$ cat src/sv/scpi_pkg.sv
`timescale 1ns / 1ps
// ----------------------------------------------------------------------------
// SCPI command line parser package
// Shared sizes, phase and result codes, and the transaction types that pass
// between the character classifier, the parse engine and the result queue.
// ----------------------------------------------------------------------------
package scpi_pkg;

   localparam int FIELD_MAX    = 64;
   localparam int CHANNEL_BITS = 8;
   localparam int CNT_W        = $clog2(FIELD_MAX + 1);
   localparam int CHW          = CHANNEL_BITS + 5;

   localparam logic [3:0] PH_BEGIN   = 4'd0;
   localparam logic [3:0] PH_CH_ZERO = 4'd1;
   localparam logic [3:0] PH_CH_X    = 4'd2;
   localparam logic [3:0] PH_CH_HEX  = 4'd3;
   localparam logic [3:0] PH_CH_OCT  = 4'd4;
   localparam logic [3:0] PH_CH_DEC  = 4'd5;
   localparam logic [3:0] PH_HEADER  = 4'd6;
   localparam logic [3:0] PH_EXT     = 4'd7;
   localparam logic [3:0] PH_GAP     = 4'd8;
   localparam logic [3:0] PH_VALUE   = 4'd9;
   localparam logic [3:0] PH_DONE    = 4'd10;
   localparam logic [3:0] PH_ERROR   = 4'd11;

   localparam logic [1:0] KIND_DROP   = 2'd0;
   localparam logic [1:0] KIND_HEADER = 2'd1;
   localparam logic [1:0] KIND_EXT    = 2'd2;
   localparam logic [1:0] KIND_VALUE  = 2'd3;

   localparam logic [2:0] ST_OK          = 3'd0;
   localparam logic [2:0] ST_BAD_CHANNEL = 3'd1;
   localparam logic [2:0] ST_BAD_HEADER  = 3'd2;
   localparam logic [2:0] ST_BAD_EXT     = 3'd3;
   localparam logic [2:0] ST_EMPTY       = 3'd4;
   localparam logic [2:0] ST_OVERFLOW    = 3'd5;

   localparam logic [1:0] REQ_NONE  = 2'd0;
   localparam logic [1:0] REQ_READ  = 2'd1;
   localparam logic [1:0] REQ_WRITE = 2'd2;

   typedef struct packed {
      logic [7:0] ch;
      logic       last;
      logic       is_ws;
      logic       is_digit;
      logic       is_alnum;
      logic       is_colon;
      logic       is_dot;
      logic       is_query;
      logic       is_x;
      logic       is_zero;
      logic       hex_ok;
      logic [3:0] hex_val;
   } char_class_type;

   typedef struct packed {
      logic [1:0] kind;
      logic [7:0] ch;
      logic [5:0] index;
      logic       done;
      logic [2:0] status;
      logic [1:0] request;
      logic [7:0] channel;
      logic       given;
   } result_type;

endpackage

$ cat src/sv/scpi_front.sv
`timescale 1ns / 1ps
// ----------------------------------------------------------------------------
// SCPI character classifier
// Accepts one character per transaction, classifies it and holds it in a
// two-entry queue until the parse engine takes it.
// ----------------------------------------------------------------------------
module scpi_front (
   input  logic                    clock,
   input  logic                    reset,
   input  logic                    req_push,
   output logic                    req_full,
   input  logic [7:0]              req_in_char,
   input  logic                    req_last_char,
   output logic                    q_valid,
   output scpi_pkg::char_class_type q_item,
   input  logic                    q_take
);
   import scpi_pkg::*;

   char_class_type cls;
   char_class_type slot_ff [2];
   logic [1:0]     count_ff, count_in;
   logic           wr_ptr_ff, wr_ptr_in;
   logic           rd_ptr_ff, rd_ptr_in;
   logic           push_ok;
   logic           is_upper, is_lower;

   always_comb begin
      is_upper     = (req_in_char >= 8'h41) && (req_in_char <= 8'h5A);
      is_lower     = (req_in_char >= 8'h61) && (req_in_char <= 8'h7A);
      cls.ch       = req_in_char;
      cls.last     = req_last_char;
      cls.is_ws    = (req_in_char == 8'h20) || ((req_in_char >= 8'h09) && (req_in_char <= 8'h0D));
      cls.is_digit = (req_in_char >= 8'h30) && (req_in_char <= 8'h39);
      cls.is_alnum = cls.is_digit || is_upper || is_lower;
      cls.is_colon = (req_in_char == 8'h3A);
      cls.is_dot   = (req_in_char == 8'h2E);
      cls.is_query = (req_in_char == 8'h3F);
      cls.is_x     = (req_in_char == 8'h78) || (req_in_char == 8'h58);
      cls.is_zero  = (req_in_char == 8'h30);
      cls.hex_ok   = 1'b1;
      cls.hex_val  = 4'd0;
      if (cls.is_digit) begin
         cls.hex_val = 4'(req_in_char - 8'h30);
      end else if ((req_in_char >= 8'h61) && (req_in_char <= 8'h66)) begin
         cls.hex_val = 4'(req_in_char - 8'h57);
      end else if ((req_in_char >= 8'h41) && (req_in_char <= 8'h46)) begin
         cls.hex_val = 4'(req_in_char - 8'h37);
      end else begin
         cls.hex_ok = 1'b0;
      end
   end

   assign req_full = (count_ff == 2'd2);
   assign push_ok  = req_push && !req_full;
   assign q_valid  = (count_ff != 2'd0);
   assign q_item   = slot_ff[rd_ptr_ff];

   always_comb begin
      count_in  = count_ff;
      wr_ptr_in = wr_ptr_ff;
      rd_ptr_in = rd_ptr_ff;
      if (push_ok) begin
         wr_ptr_in = !wr_ptr_ff;
      end
      if (q_take) begin
         rd_ptr_in = !rd_ptr_ff;
      end
      if (push_ok && !q_take) begin
         count_in = count_ff + 2'd1;
      end else if (!push_ok && q_take) begin
         count_in = count_ff - 2'd1;
      end
   end

   always_ff @(posedge clock) begin
      if (reset) begin
         count_ff  <= 2'd0;
         wr_ptr_ff <= 1'b0;
         rd_ptr_ff <= 1'b0;
      end else begin
         count_ff  <= count_in;
         wr_ptr_ff <= wr_ptr_in;
         rd_ptr_ff <= rd_ptr_in;
      end
   end

   always_ff @(posedge clock) begin
      if (push_ok) begin
         slot_ff[wr_ptr_ff] <= cls;
      end
   end

endmodule

$ cat src/sv/scpi_back.sv
`timescale 1ns / 1ps
// ----------------------------------------------------------------------------
// SCPI parse engine
// Runs the line parser one classified character per cycle while the result
// queue has room, producing one result transaction per character.
// ----------------------------------------------------------------------------
module scpi_back (
   input  logic                     clock,
   input  logic                     reset,
   input  logic                     q_valid,
   input  scpi_pkg::char_class_type q_item,
   output logic                     q_take,
   input  logic                     out_full,
   output logic                     out_push,
   output scpi_pkg::result_type     out_result
);
   import scpi_pkg::*;

   localparam logic [1:0] BASE8  = 2'd0;
   localparam logic [1:0] BASE10 = 2'd1;
   localparam logic [1:0] BASE16 = 2'd2;
   localparam logic [CHANNEL_BITS-1:0] CHAN_TOP = '1;

   logic [3:0]              phase_ff, phase_in;
   logic [CHANNEL_BITS-1:0] chan_ff, chan_in;
   logic                    seen_ff, seen_in;
   logic [1:0]              req_ff, req_in;
   logic [2:0]              err_ff, err_in;
   logic [CNT_W-1:0]        cnt_ff, cnt_in;

   logic [CHW-1:0]          ext, dig, sum8, sum10, sum16;
   logic [CHANNEL_BITS-1:0] sat8, sat10, sat16;
   logic                    do_header, do_place, dig_go, dig_ok;
   logic [1:0]              dig_base, place_kind, kind;
   logic [CNT_W-1:0]        idx;
   logic [2:0]              st;

   function automatic logic [CHANNEL_BITS-1:0] sat(input logic [CHW-1:0] v);
      if (v > CHW'(CHAN_TOP)) begin
         return CHAN_TOP;
      end
      return v[CHANNEL_BITS-1:0];
   endfunction

   assign ext   = CHW'(chan_ff);
   assign dig   = CHW'(q_item.hex_val);
   assign sum8  = (ext << 3) + dig;
   assign sum10 = (ext << 3) + (ext << 1) + dig;
   assign sum16 = (ext << 4) + dig;
   assign sat8  = sat(sum8);
   assign sat10 = sat(sum10);
   assign sat16 = sat(sum16);

   assign q_take   = q_valid && !out_full;
   assign out_push = q_take;

   always_comb begin
      phase_in   = phase_ff;
      chan_in    = chan_ff;
      seen_in    = seen_ff;
      req_in     = req_ff;
      err_in     = err_ff;
      cnt_in     = cnt_ff;
      kind       = KIND_DROP;
      idx        = '0;
      do_header  = 1'b0;
      do_place   = 1'b0;
      place_kind = KIND_DROP;
      dig_go     = 1'b0;
      dig_base   = BASE10;
      dig_ok     = 1'b0;
      st         = ST_OK;

      case (phase_ff)
         PH_BEGIN: begin
            if (q_item.is_ws) begin
               phase_in = PH_BEGIN;
            end else if (q_item.is_digit) begin
               seen_in = 1'b1;
               if (q_item.is_zero) begin
                  phase_in = PH_CH_ZERO;
                  chan_in  = '0;
               end else begin
                  // channel is still zero here, so the decimal sum is the digit
                  phase_in = PH_CH_DEC;
                  chan_in  = sat10;
               end
            end else begin
               phase_in  = PH_HEADER;
               cnt_in    = '0;
               do_header = 1'b1;
            end
         end
         PH_CH_ZERO: begin
            if (q_item.is_x) begin
               phase_in = PH_CH_X;
            end else begin
               phase_in = PH_CH_OCT;
               dig_go   = 1'b1;
               dig_base = BASE8;
            end
         end
         PH_CH_X: begin
            if (q_item.hex_ok) begin
               phase_in = PH_CH_HEX;
               chan_in  = sat16;
            end else begin
               err_in   = ST_BAD_CHANNEL;
               phase_in = PH_ERROR;
            end
         end
         PH_CH_HEX: begin
            dig_go   = 1'b1;
            dig_base = BASE16;
         end
         PH_CH_OCT: begin
            dig_go   = 1'b1;
            dig_base = BASE8;
         end
         PH_CH_DEC: begin
            dig_go   = 1'b1;
            dig_base = BASE10;
         end
         PH_HEADER: begin
            do_header = 1'b1;
         end
         PH_EXT: begin
            if (q_item.is_ws) begin
               phase_in = PH_GAP;
               req_in   = REQ_WRITE;
            end else if (q_item.is_alnum) begin
               do_place   = 1'b1;
               place_kind = KIND_EXT;
            end else begin
               err_in   = ST_BAD_EXT;
               phase_in = PH_ERROR;
            end
         end
         PH_GAP: begin
            if (q_item.is_ws) begin
               phase_in = PH_GAP;
            end else if (q_item.is_query) begin
               phase_in = PH_DONE;
               req_in   = REQ_READ;
            end else begin
               phase_in   = PH_VALUE;
               cnt_in     = '0;
               req_in     = REQ_WRITE;
               do_place   = 1'b1;
               place_kind = KIND_VALUE;
            end
         end
         PH_VALUE: begin
            do_place   = 1'b1;
            place_kind = KIND_VALUE;
         end
         default: begin
            phase_in = phase_ff;
         end
      endcase

      if (do_header) begin
         if (q_item.is_dot) begin
            phase_in = PH_EXT;
            cnt_in   = '0;
         end else if (q_item.is_ws) begin
            phase_in = PH_GAP;
            req_in   = REQ_WRITE;
         end else if (q_item.is_alnum || q_item.is_colon) begin
            do_place   = 1'b1;
            place_kind = KIND_HEADER;
         end else if (q_item.is_query) begin
            phase_in = PH_DONE;
            req_in   = REQ_READ;
         end else begin
            err_in   = ST_BAD_HEADER;
            phase_in = PH_ERROR;
         end
      end

      if (dig_go) begin
         case (dig_base)
            BASE8:   dig_ok = q_item.hex_ok && (q_item.hex_val < 4'd8);
            BASE16:  dig_ok = q_item.hex_ok;
            default: dig_ok = q_item.hex_ok && (q_item.hex_val < 4'd10);
         endcase
         if (q_item.is_colon) begin
            phase_in = PH_HEADER;
            cnt_in   = '0;
         end else if (dig_ok) begin
            case (dig_base)
               BASE8:   chan_in = sat8;
               BASE16:  chan_in = sat16;
               default: chan_in = sat10;
            endcase
         end else begin
            err_in   = ST_BAD_CHANNEL;
            phase_in = PH_ERROR;
         end
      end

      if (do_place) begin
         if (cnt_in >= CNT_W'(FIELD_MAX)) begin
            err_in   = ST_OVERFLOW;
            phase_in = PH_ERROR;
         end else begin
            kind   = place_kind;
            idx    = cnt_in;
            cnt_in = cnt_in + CNT_W'(1);
         end
      end

      out_result         = '0;
      out_result.kind    = kind;
      out_result.ch      = q_item.ch;
      out_result.index   = 6'(idx);
      out_result.done    = q_item.last;

      if (q_item.last) begin
         st = err_in;
         if (st == ST_OK) begin
            if (phase_in == PH_BEGIN) begin
               st = ST_EMPTY;
            end else if (phase_in inside {[PH_CH_ZERO:PH_CH_DEC]}) begin
               st = ST_BAD_CHANNEL;
            end
         end
         out_result.status  = st;
         out_result.request = req_in;
         out_result.channel = 8'(chan_in);
         out_result.given   = seen_in;
         // line finished: return to the idle parse state
         phase_in = PH_BEGIN;
         chan_in  = '0;
         seen_in  = 1'b0;
         req_in   = REQ_NONE;
         err_in   = ST_OK;
         cnt_in   = '0;
      end
   end

   always_ff @(posedge clock) begin
      if (reset) begin
         phase_ff <= PH_BEGIN;
         chan_ff  <= '0;
         seen_ff  <= 1'b0;
         req_ff   <= REQ_NONE;
         err_ff   <= ST_OK;
         cnt_ff   <= '0;
      end else if (q_take) begin
         phase_ff <= phase_in;
         chan_ff  <= chan_in;
         seen_ff  <= seen_in;
         req_ff   <= req_in;
         err_ff   <= err_in;
         cnt_ff   <= cnt_in;
      end
   end

endmodule

$ cat src/sv/scpi_rsp_queue.sv
`timescale 1ns / 1ps
// ----------------------------------------------------------------------------
// SCPI result queue
// Two-entry queue that holds result transactions until the consumer pops them.
// ----------------------------------------------------------------------------
module scpi_rsp_queue (
   input  logic                 clock,
   input  logic                 reset,
   input  logic                 in_push,
   input  scpi_pkg::result_type in_result,
   output logic                 in_full,
   output logic                 rsp_empty,
   input  logic                 rsp_pop,
   output logic [1:0]           rsp_field_kind,
   output logic [7:0]           rsp_out_char,
   output logic [5:0]           rsp_field_index,
   output logic                 rsp_line_done,
   output logic [2:0]           rsp_status,
   output logic [1:0]           rsp_request,
   output logic [7:0]           rsp_channel,
   output logic                 rsp_channel_given
);
   import scpi_pkg::*;

   result_type slot_ff [2];
   result_type head;
   logic [1:0] count_ff, count_in;
   logic       wr_ptr_ff, rd_ptr_ff;
   logic       push_ok, pop_ok;

   assign in_full   = (count_ff == 2'd2);
   assign rsp_empty = (count_ff == 2'd0);
   assign push_ok   = in_push && !in_full;
   assign pop_ok    = rsp_pop && !rsp_empty;
   assign head      = slot_ff[rd_ptr_ff];

   assign rsp_field_kind    = head.kind;
   assign rsp_out_char      = head.ch;
   assign rsp_field_index   = head.index;
   assign rsp_line_done     = head.done;
   assign rsp_status        = head.status;
   assign rsp_request       = head.request;
   assign rsp_channel       = head.channel;
   assign rsp_channel_given = head.given;

   always_comb begin
      count_in = count_ff;
      if (push_ok && !pop_ok) begin
         count_in = count_ff + 2'd1;
      end else if (!push_ok && pop_ok) begin
         count_in = count_ff - 2'd1;
      end
   end

   always_ff @(posedge clock) begin
      if (reset) begin
         count_ff  <= 2'd0;
         wr_ptr_ff <= 1'b0;
         rd_ptr_ff <= 1'b0;
      end else begin
         count_ff <= count_in;
         if (push_ok) begin
            wr_ptr_ff <= !wr_ptr_ff;
         end
         if (pop_ok) begin
            rd_ptr_ff <= !rd_ptr_ff;
         end
      end
   end

   always_ff @(posedge clock) begin
      if (push_ok) begin
         slot_ff[wr_ptr_ff] <= in_result;
      end
   end

endmodule

$ cat src/sv/scpi_command_line_parser.sv
`timescale 1ns / 1ps
// ----------------------------------------------------------------------------
// SCPI command line parser
// Streaming parser for one command line, one character per transaction, one
// result transaction per character.
// ----------------------------------------------------------------------------
// Sustains one character per clock cycle while the result side is not stalled.
// An accepted character is held in the input queue, parsed combinationally by
// the parse engine, and its result is registered in the result queue, whose
// head drives the rsp_ ports.
// The rate is set by the parse step, which updates the line state for each
// character; two-entry queues on the input and result sides absorb a short
// stall on either side, which stops the other only once they are full.
module scpi_command_line_parser (
   input  logic       clock,
   input  logic       reset,
   input  logic       req_push,
   output logic       req_full,
   input  logic [7:0] req_in_char,
   input  logic       req_last_char,
   output logic       rsp_empty,
   input  logic       rsp_pop,
   output logic [1:0] rsp_field_kind,
   output logic [7:0] rsp_out_char,
   output logic [5:0] rsp_field_index,
   output logic       rsp_line_done,
   output logic [2:0] rsp_status,
   output logic [1:0] rsp_request,
   output logic [7:0] rsp_channel,
   output logic       rsp_channel_given
);
   import scpi_pkg::*;

   char_class_type q_item;
   result_type     res;
   logic           q_valid, q_take, res_push, res_full;

   scpi_front u_front (
      .clock         (clock),
      .reset         (reset),
      .req_push      (req_push),
      .req_full      (req_full),
      .req_in_char   (req_in_char),
      .req_last_char (req_last_char),
      .q_valid       (q_valid),
      .q_item        (q_item),
      .q_take        (q_take)
   );

   scpi_back u_back (
      .clock      (clock),
      .reset      (reset),
      .q_valid    (q_valid),
      .q_item     (q_item),
      .q_take     (q_take),
      .out_full   (res_full),
      .out_push   (res_push),
      .out_result (res)
   );

   scpi_rsp_queue u_rsp_queue (
      .clock             (clock),
      .reset             (reset),
      .in_push           (res_push),
      .in_result         (res),
      .in_full           (res_full),
      .rsp_empty         (rsp_empty),
      .rsp_pop           (rsp_pop),
      .rsp_field_kind    (rsp_field_kind),
      .rsp_out_char      (rsp_out_char),
      .rsp_field_index   (rsp_field_index),
      .rsp_line_done     (rsp_line_done),
      .rsp_status        (rsp_status),
      .rsp_request       (rsp_request),
      .rsp_channel       (rsp_channel),
      .rsp_channel_given (rsp_channel_given)
   );

endmodule
$ cat config.mk
export PLATFORM = sky130hd
export DESIGN_NAME = scpi_command_line_parser
export DESIGN_NICKNAME = d
export VERILOG_FILES = /design/src/sv/scpi_pkg.sv /design/src/sv/scpi_front.sv /design/src/sv/scpi_back.sv /design/src/sv/scpi_rsp_queue.sv /design/src/sv/scpi_command_line_parser.sv
export SDC_FILE = /design/constraint.sdc
export NUM_CORES = 1
export LEC_CHECK = 0
export ABC_AREA = 1
export CORE_AREA = 8 8 108 183
export DETAILED_ROUTE_END_ITERATION = 8
export DIE_AREA = 0 0 116 191
export DONT_BUFFER_PORTS = 1
export PLACE_DENSITY_LB_ADDON = 0.12
export SLEW_MARGIN = 25
export SYNTH_ARGS = -nofsm -noshare
export SYNTH_HDL_FRONTEND = slang
export SYNTH_SLANG_ARGS = --single-unit
$ cat constraint.sdc
create_clock -name clock -period 2.8 [get_ports clock]
set_clock_uncertainty 0.1 [all_clocks]
set_input_delay 0.14 -clock clock [delete_from_list [all_inputs] [get_ports clock]]
set_output_delay 0.14 -clock clock [all_outputs]
set_load 0.1 [all_outputs]
==> results by stage <==
Status:
- The flow ran to the end, and the final reports show no timing, DRC or antenna violations.

Route:
- The residual antenna-violating net count after detailed routing is 0.
- The DRC violations left is 0.
- In this run, the number of DRC markers left after iteration 0 of detailed routing was 407.
- The routed design has 22600 um of wire.
- The detail-routed net length per standard cell is 18.7 um.
- After detailed routing, the number of vias per cell comes to 5.39.
- Before antenna repair, the detailed router went through 5 iterations.
- The detailed-route via count is 6522.

Timing:
- The peak clock frequency supported by timing is 0.370 GHz.
- The final-report hold violation count is 0.
- The final cycle utilization of the critical path is 96.5%.
- The final hold slack is 0.0127 ns.
- The post-route minimum period is 2.70 ns.
- Setup violations remaining at the end of the flow were counted as 0.
- The final number of max-transition violations is 0.
- Headroom to the max-slew limit came out at 60.9%.
- Setup repair after global routing could not meet its margin everywhere.
- The slew at the pin with the worst max-slew slack is 0.587 ns.

Setup path:
- The data arrival time of the worst path is 2.76 ns.
- In this run the critical register-to-register path is captured at u_rsp_queue.slot_ff[1][4]$_DFFE_PP_.
- The worst setup path is captured at a flop.
- The maximum fanout encountered on the critical timing path is 6.
- The nature of the critical path startpoint is a flop.
- The worst register-to-register path has a depth of 14.
- The worst register-to-register path has a setup slack of 0.1 ns.
- For the worst setup path, the data required time is 2.86 ns.
- The category of the critical setup timing path is flop to flop.

Global routing:
- Entering global routing, the biggest net connects 36 pins.
- For this run the aggregate overflow at the end of global routing stands at 0.
- In the global route stage, overall resource usage came out at 21.2%.
- The first global-routing pass estimated 35200 um of wire.
- The initial antenna violation count is 0.
- The via count of the first global-routing pass was 6489.

Logic synthesis:
- For this run, the number of Yosys warnings is 0.
- The synthesized area divided by synthesized cell count is 9.03 um^2.
- The post-synthesis mux area share is 5.42%.
- Counting every instance in the synthesized netlist gives 897.
- The net count after synthesis is 932.
- By area, the combinational part of the netlist is dominated by simple AND/OR/NAND/NOR gates.
- The post-synthesis instance area is 8100 um^2.
- The post-synthesis sequential area ratio is 48.0%.
- Synthesis inferred 141 register bits.
- The proportion of register bits with asynchronous set or reset after synthesis is 0%.
- The post-synthesis compound-gate area fraction is 10.3%.
- The synthesized design contains 106 enable-type register cells.
- The synthesized netlist devotes 24.3% of its cell area to simple gates.
- The number of unique standard cell types used by synthesis is 58.
- The largest area contributor in the netlist is sky130_fd_sc_hd__edfxtp_1.
- The xor-xnor portion of the synthesized cell area is 0.974%.
- The area share of fa/ha/maj cells after synthesis is 3.59%.
- The share of synthesized area in the top cell type comes to 39.3%.
- In the synthesized netlist the dominant register cell turns out to be sky130_fd_sc_hd__edfxtp_1.
- After synthesis, the cell types taking the most area are sky130_fd_sc_hd__edfxtp_1 39%, sky130_fd_sc_hd__nand2_1 9.0%, sky130_fd_sc_hd__dfxtp_1 8.7%.

Floorplan:
- The starting density of the core is 46.8%.
- The die is 116 um wide.
- In this run the count of I/O pins placed on the die edge is 46.
- The floorplan has 64 rows.
- The die covers 22200 um^2.
- The chip height is 191 um.
- The core area is 17300 um^2.

Clock tree:
- The deepest clock path buffer count is 2.
- The worst-skew pair later-pin latency is 0.43 ns.
- In this run the number of H-tree levels came out at 4.
- The clock sink count is 141.
- The total clock buffers created by CTS is 17.
- TritonCTS built the clock tree.
- The clock root buffer is sky130_fd_sc_hd__clkbuf_16.
- The clock slew at the register clock pins of the worst setup and hold paths is 0.06 ns.

Hold path:
- The worst hold path begins at req_in_char[1].
- Counting instances, the worst hold path has a depth of 3.
- In this run the worst hold path is classified as input pin to flop.
- The worst hold path terminates at u_front.slot_ff[0][3]$_DFFE_PP_.

Cells and area:
- The non-filler instance count after layout is 1210.
- The share of post-route cells with drive strength above 1 is 26.4%.
- The area growth from synthesis to layout is 20.0%.
- The total inserted antenna cells is 0.
- Fill cells in the final layout number 1580.
- For this run, the post-layout net count is 1001.

Placed design:
- In this run the tool buffered the top-level ports with 0 buffer cells.
- The detailed placer's ending HPWL is 16500 um.
- The routability congestion estimate from global placement is 0.969.
- The number of placed instances with taps included is 1152.

Run:
- The tool flagged a number of max-cap violations equal to 0.
state kept, by name, indices dropped and copies added, names as in the netlist, named ones only:
name and count:
u_back.req_ff 2, u_back.err_ff 3, u_back.chan_ff 8, u_rsp_queue.slot_ff 62, u_front.wr_ptr_ff 1, u_rsp_queue.count_ff 2
u_front.rd_ptr_ff 1, u_rsp_queue.rd_ptr_ff 1, u_back.seen_ff 1, u_front.count_ff 2, u_rsp_queue.wr_ptr_ff 1, u_back.cnt_ff 7
u_back.phase_ff 4, u_front.slot_ff 44
critical path, stage by stage, from the launching register on:
cell and delay [ns]:
sky130_fd_sc_hd__dfxtp_4 0.36, sky130_fd_sc_hd__buf_12 0.14, sky130_fd_sc_hd__o21ai_4 0.17, sky130_fd_sc_hd__inv_2 0.08, sky130_fd_sc_hd__ha_4 0.17, sky130_fd_sc_hd__fa_2 0.37, sky130_fd_sc_hd__buf_4 0.15, sky130_fd_sc_hd__xnor2_1 0.30
sky130_fd_sc_hd__nand3_1 0.17, sky130_fd_sc_hd__nand2_1 0.09, sky130_fd_sc_hd__nand2_1 0.05, sky130_fd_sc_hd__nand2_1 0.06, sky130_fd_sc_hd__nand2_1 0.05, sky130_fd_sc_hd__nand2_1 0.08, sky130_fd_sc_hd__a21oi_1 0.10
through the flow:
step                      area [um^2]  util [%]  setup TNS (ns)  setup WS, ns
final                            9720      56.2               0        0.0988
after global routing             9720      56.2          -0.109       -0.0300
after CTS                        9430      54.5               0       0.00692
after detailed placement         8700      50.3          -0.136       -0.0321
after global placement           8700      50.3        -0.00296      -0.00296
after floorplan                  8120         -               0       0.00545
layout by cell type (no fill, tap or decap), drive strengths merged, types with 3 or more instances in the layout:
master | synthesis | layout
nand4 | 10 | 10
nand3b | 6 | 6
ha | 20 | 20
nand3 | 71 | 71
dfxtp | 35 | 35
clkinvlp | 0 | 3
nor2 | 82 | 82
nor4 | 3 | 3
o211ai | 6 | 6
mux2 | 39 | 39
or2 | 5 | 5
nand2 | 211 | 211
o22ai | 5 | 5
inv | 118 | 121
xnor2 | 4 | 4
a21oi | 60 | 60
xor2 | 5 | 5
a31oi | 4 | 4
clkbuf | 11 | 21
o21a | 6 | 6
buf | 14 | 63
clkinv | 0 | 3
edfxtp | 106 | 106
o21ai | 47 | 47
nor3 | 11 | 11
dlygate4sd3 | 0 | 12
a21boi | 3 | 3
cell families after synthesis:
family | count (synthesis)
compound gates | 141
fa+ha+maj | 22
simple gates | 402
xor+xnor | 9
buf+inv | 143
flops | 141
mux | 39
routing by layer:
layer	GRT usage, %	vias to the layer above	part of all wire (%)
li1	-	3178	-
met1	21.7	3057	37
met2	38.9	227	54
met3	4.21	60	4.9
met4	11.9	0	4.4
met5	0	-	0
worst max path at each step:
| stage | from | end | depth (start not counted) |
|---|---|---|---|
| floorplan | flop | u_rsp_queue.slot_ff[0][8]$_DFFE_PP_ | 18 |
| global placement | u_back.chan_ff[2]$_SDFFE_PP0P_ | u_back.chan_ff[5]$_SDFFE_PP0P_ | 19 |
| detailed placement | flop | u_rsp_queue.slot_ff[0][6]$_DFFE_PP_ | 18 |
| CTS | flop | u_back.cnt_ff[6]$_SDFFE_PP0P_ | 14 |
| global route | flop | u_rsp_queue.slot_ff[1][4]$_DFFE_PP_ | 18 |
| finish | flop | u_rsp_queue.slot_ff[1][4]$_DFFE_PP_ | 14 |
cells in the mapped netlist, types with 2 or more instances:
cell type and n:
sky130_fd_sc_hd__a21boi_0 3, sky130_fd_sc_hd__a21oi_1 60, sky130_fd_sc_hd__a31oi_1 4, sky130_fd_sc_hd__buf_1 3, sky130_fd_sc_hd__buf_2 6, sky130_fd_sc_hd__buf_6 3
sky130_fd_sc_hd__clkbuf_1 11, sky130_fd_sc_hd__dfxtp_1 35, sky130_fd_sc_hd__edfxtp_1 106, sky130_fd_sc_hd__fa_1 2, sky130_fd_sc_hd__ha_1 20, sky130_fd_sc_hd__inv_1 99
sky130_fd_sc_hd__inv_2 16, sky130_fd_sc_hd__inv_6 2, sky130_fd_sc_hd__mux2_2 39, sky130_fd_sc_hd__nand2_1 194, sky130_fd_sc_hd__nand2_2 9, sky130_fd_sc_hd__nand2_4 6
sky130_fd_sc_hd__nand2_8 2, sky130_fd_sc_hd__nand3_1 65, sky130_fd_sc_hd__nand3_2 5, sky130_fd_sc_hd__nand3b_1 5, sky130_fd_sc_hd__nand4_1 10, sky130_fd_sc_hd__nor2_1 60
sky130_fd_sc_hd__nor2_2 12, sky130_fd_sc_hd__nor2_4 9, sky130_fd_sc_hd__nor3_1 9, sky130_fd_sc_hd__nor4_1 3, sky130_fd_sc_hd__o211ai_1 6, sky130_fd_sc_hd__o21a_1 6
sky130_fd_sc_hd__o21ai_0 33, sky130_fd_sc_hd__o21ai_1 5, sky130_fd_sc_hd__o21ai_2 7, sky130_fd_sc_hd__o21ai_4 2, sky130_fd_sc_hd__o22ai_1 5, sky130_fd_sc_hd__o311ai_0 2
sky130_fd_sc_hd__o31ai_1 2, sky130_fd_sc_hd__or2_1 3, sky130_fd_sc_hd__or2_2 2, sky130_fd_sc_hd__xnor2_1 4, sky130_fd_sc_hd__xor2_1 5
cell type report:
| type | instances | area [um^2] | share of cell area [%] |
|---|---|---|---|
| clock buffers | 21 | 450 | 4.64 |
| clock inverters | 11 | 134 | 1.38 |
| inverters | 118 | 455 | 4.69 |
| multi-input cells | 613 | 3840 | 39.5 |
| flip-flops and latches | 141 | 3890 | 40.1 |
| well taps | 231 | 289 | 2.97 |
| repair buffers | 75 | 658 | 6.77 |
repair_timing:
| item | in CTS | in global routing |
|---|---|---|
| endpoints found under the setup margin | 13 | 32 |
| resized for setup | 4 | 50 |
| setup buffers | 0 | 13 |
| endpoints found under the hold margin | 73 | 0 |
| pin swaps | 0 | 18 |
| hold buffers | 13 | 0 |
Power is left out: the tool's default activity adds up to more than one toggle a clock period on the data nets, which glitch-free logic cannot reach.
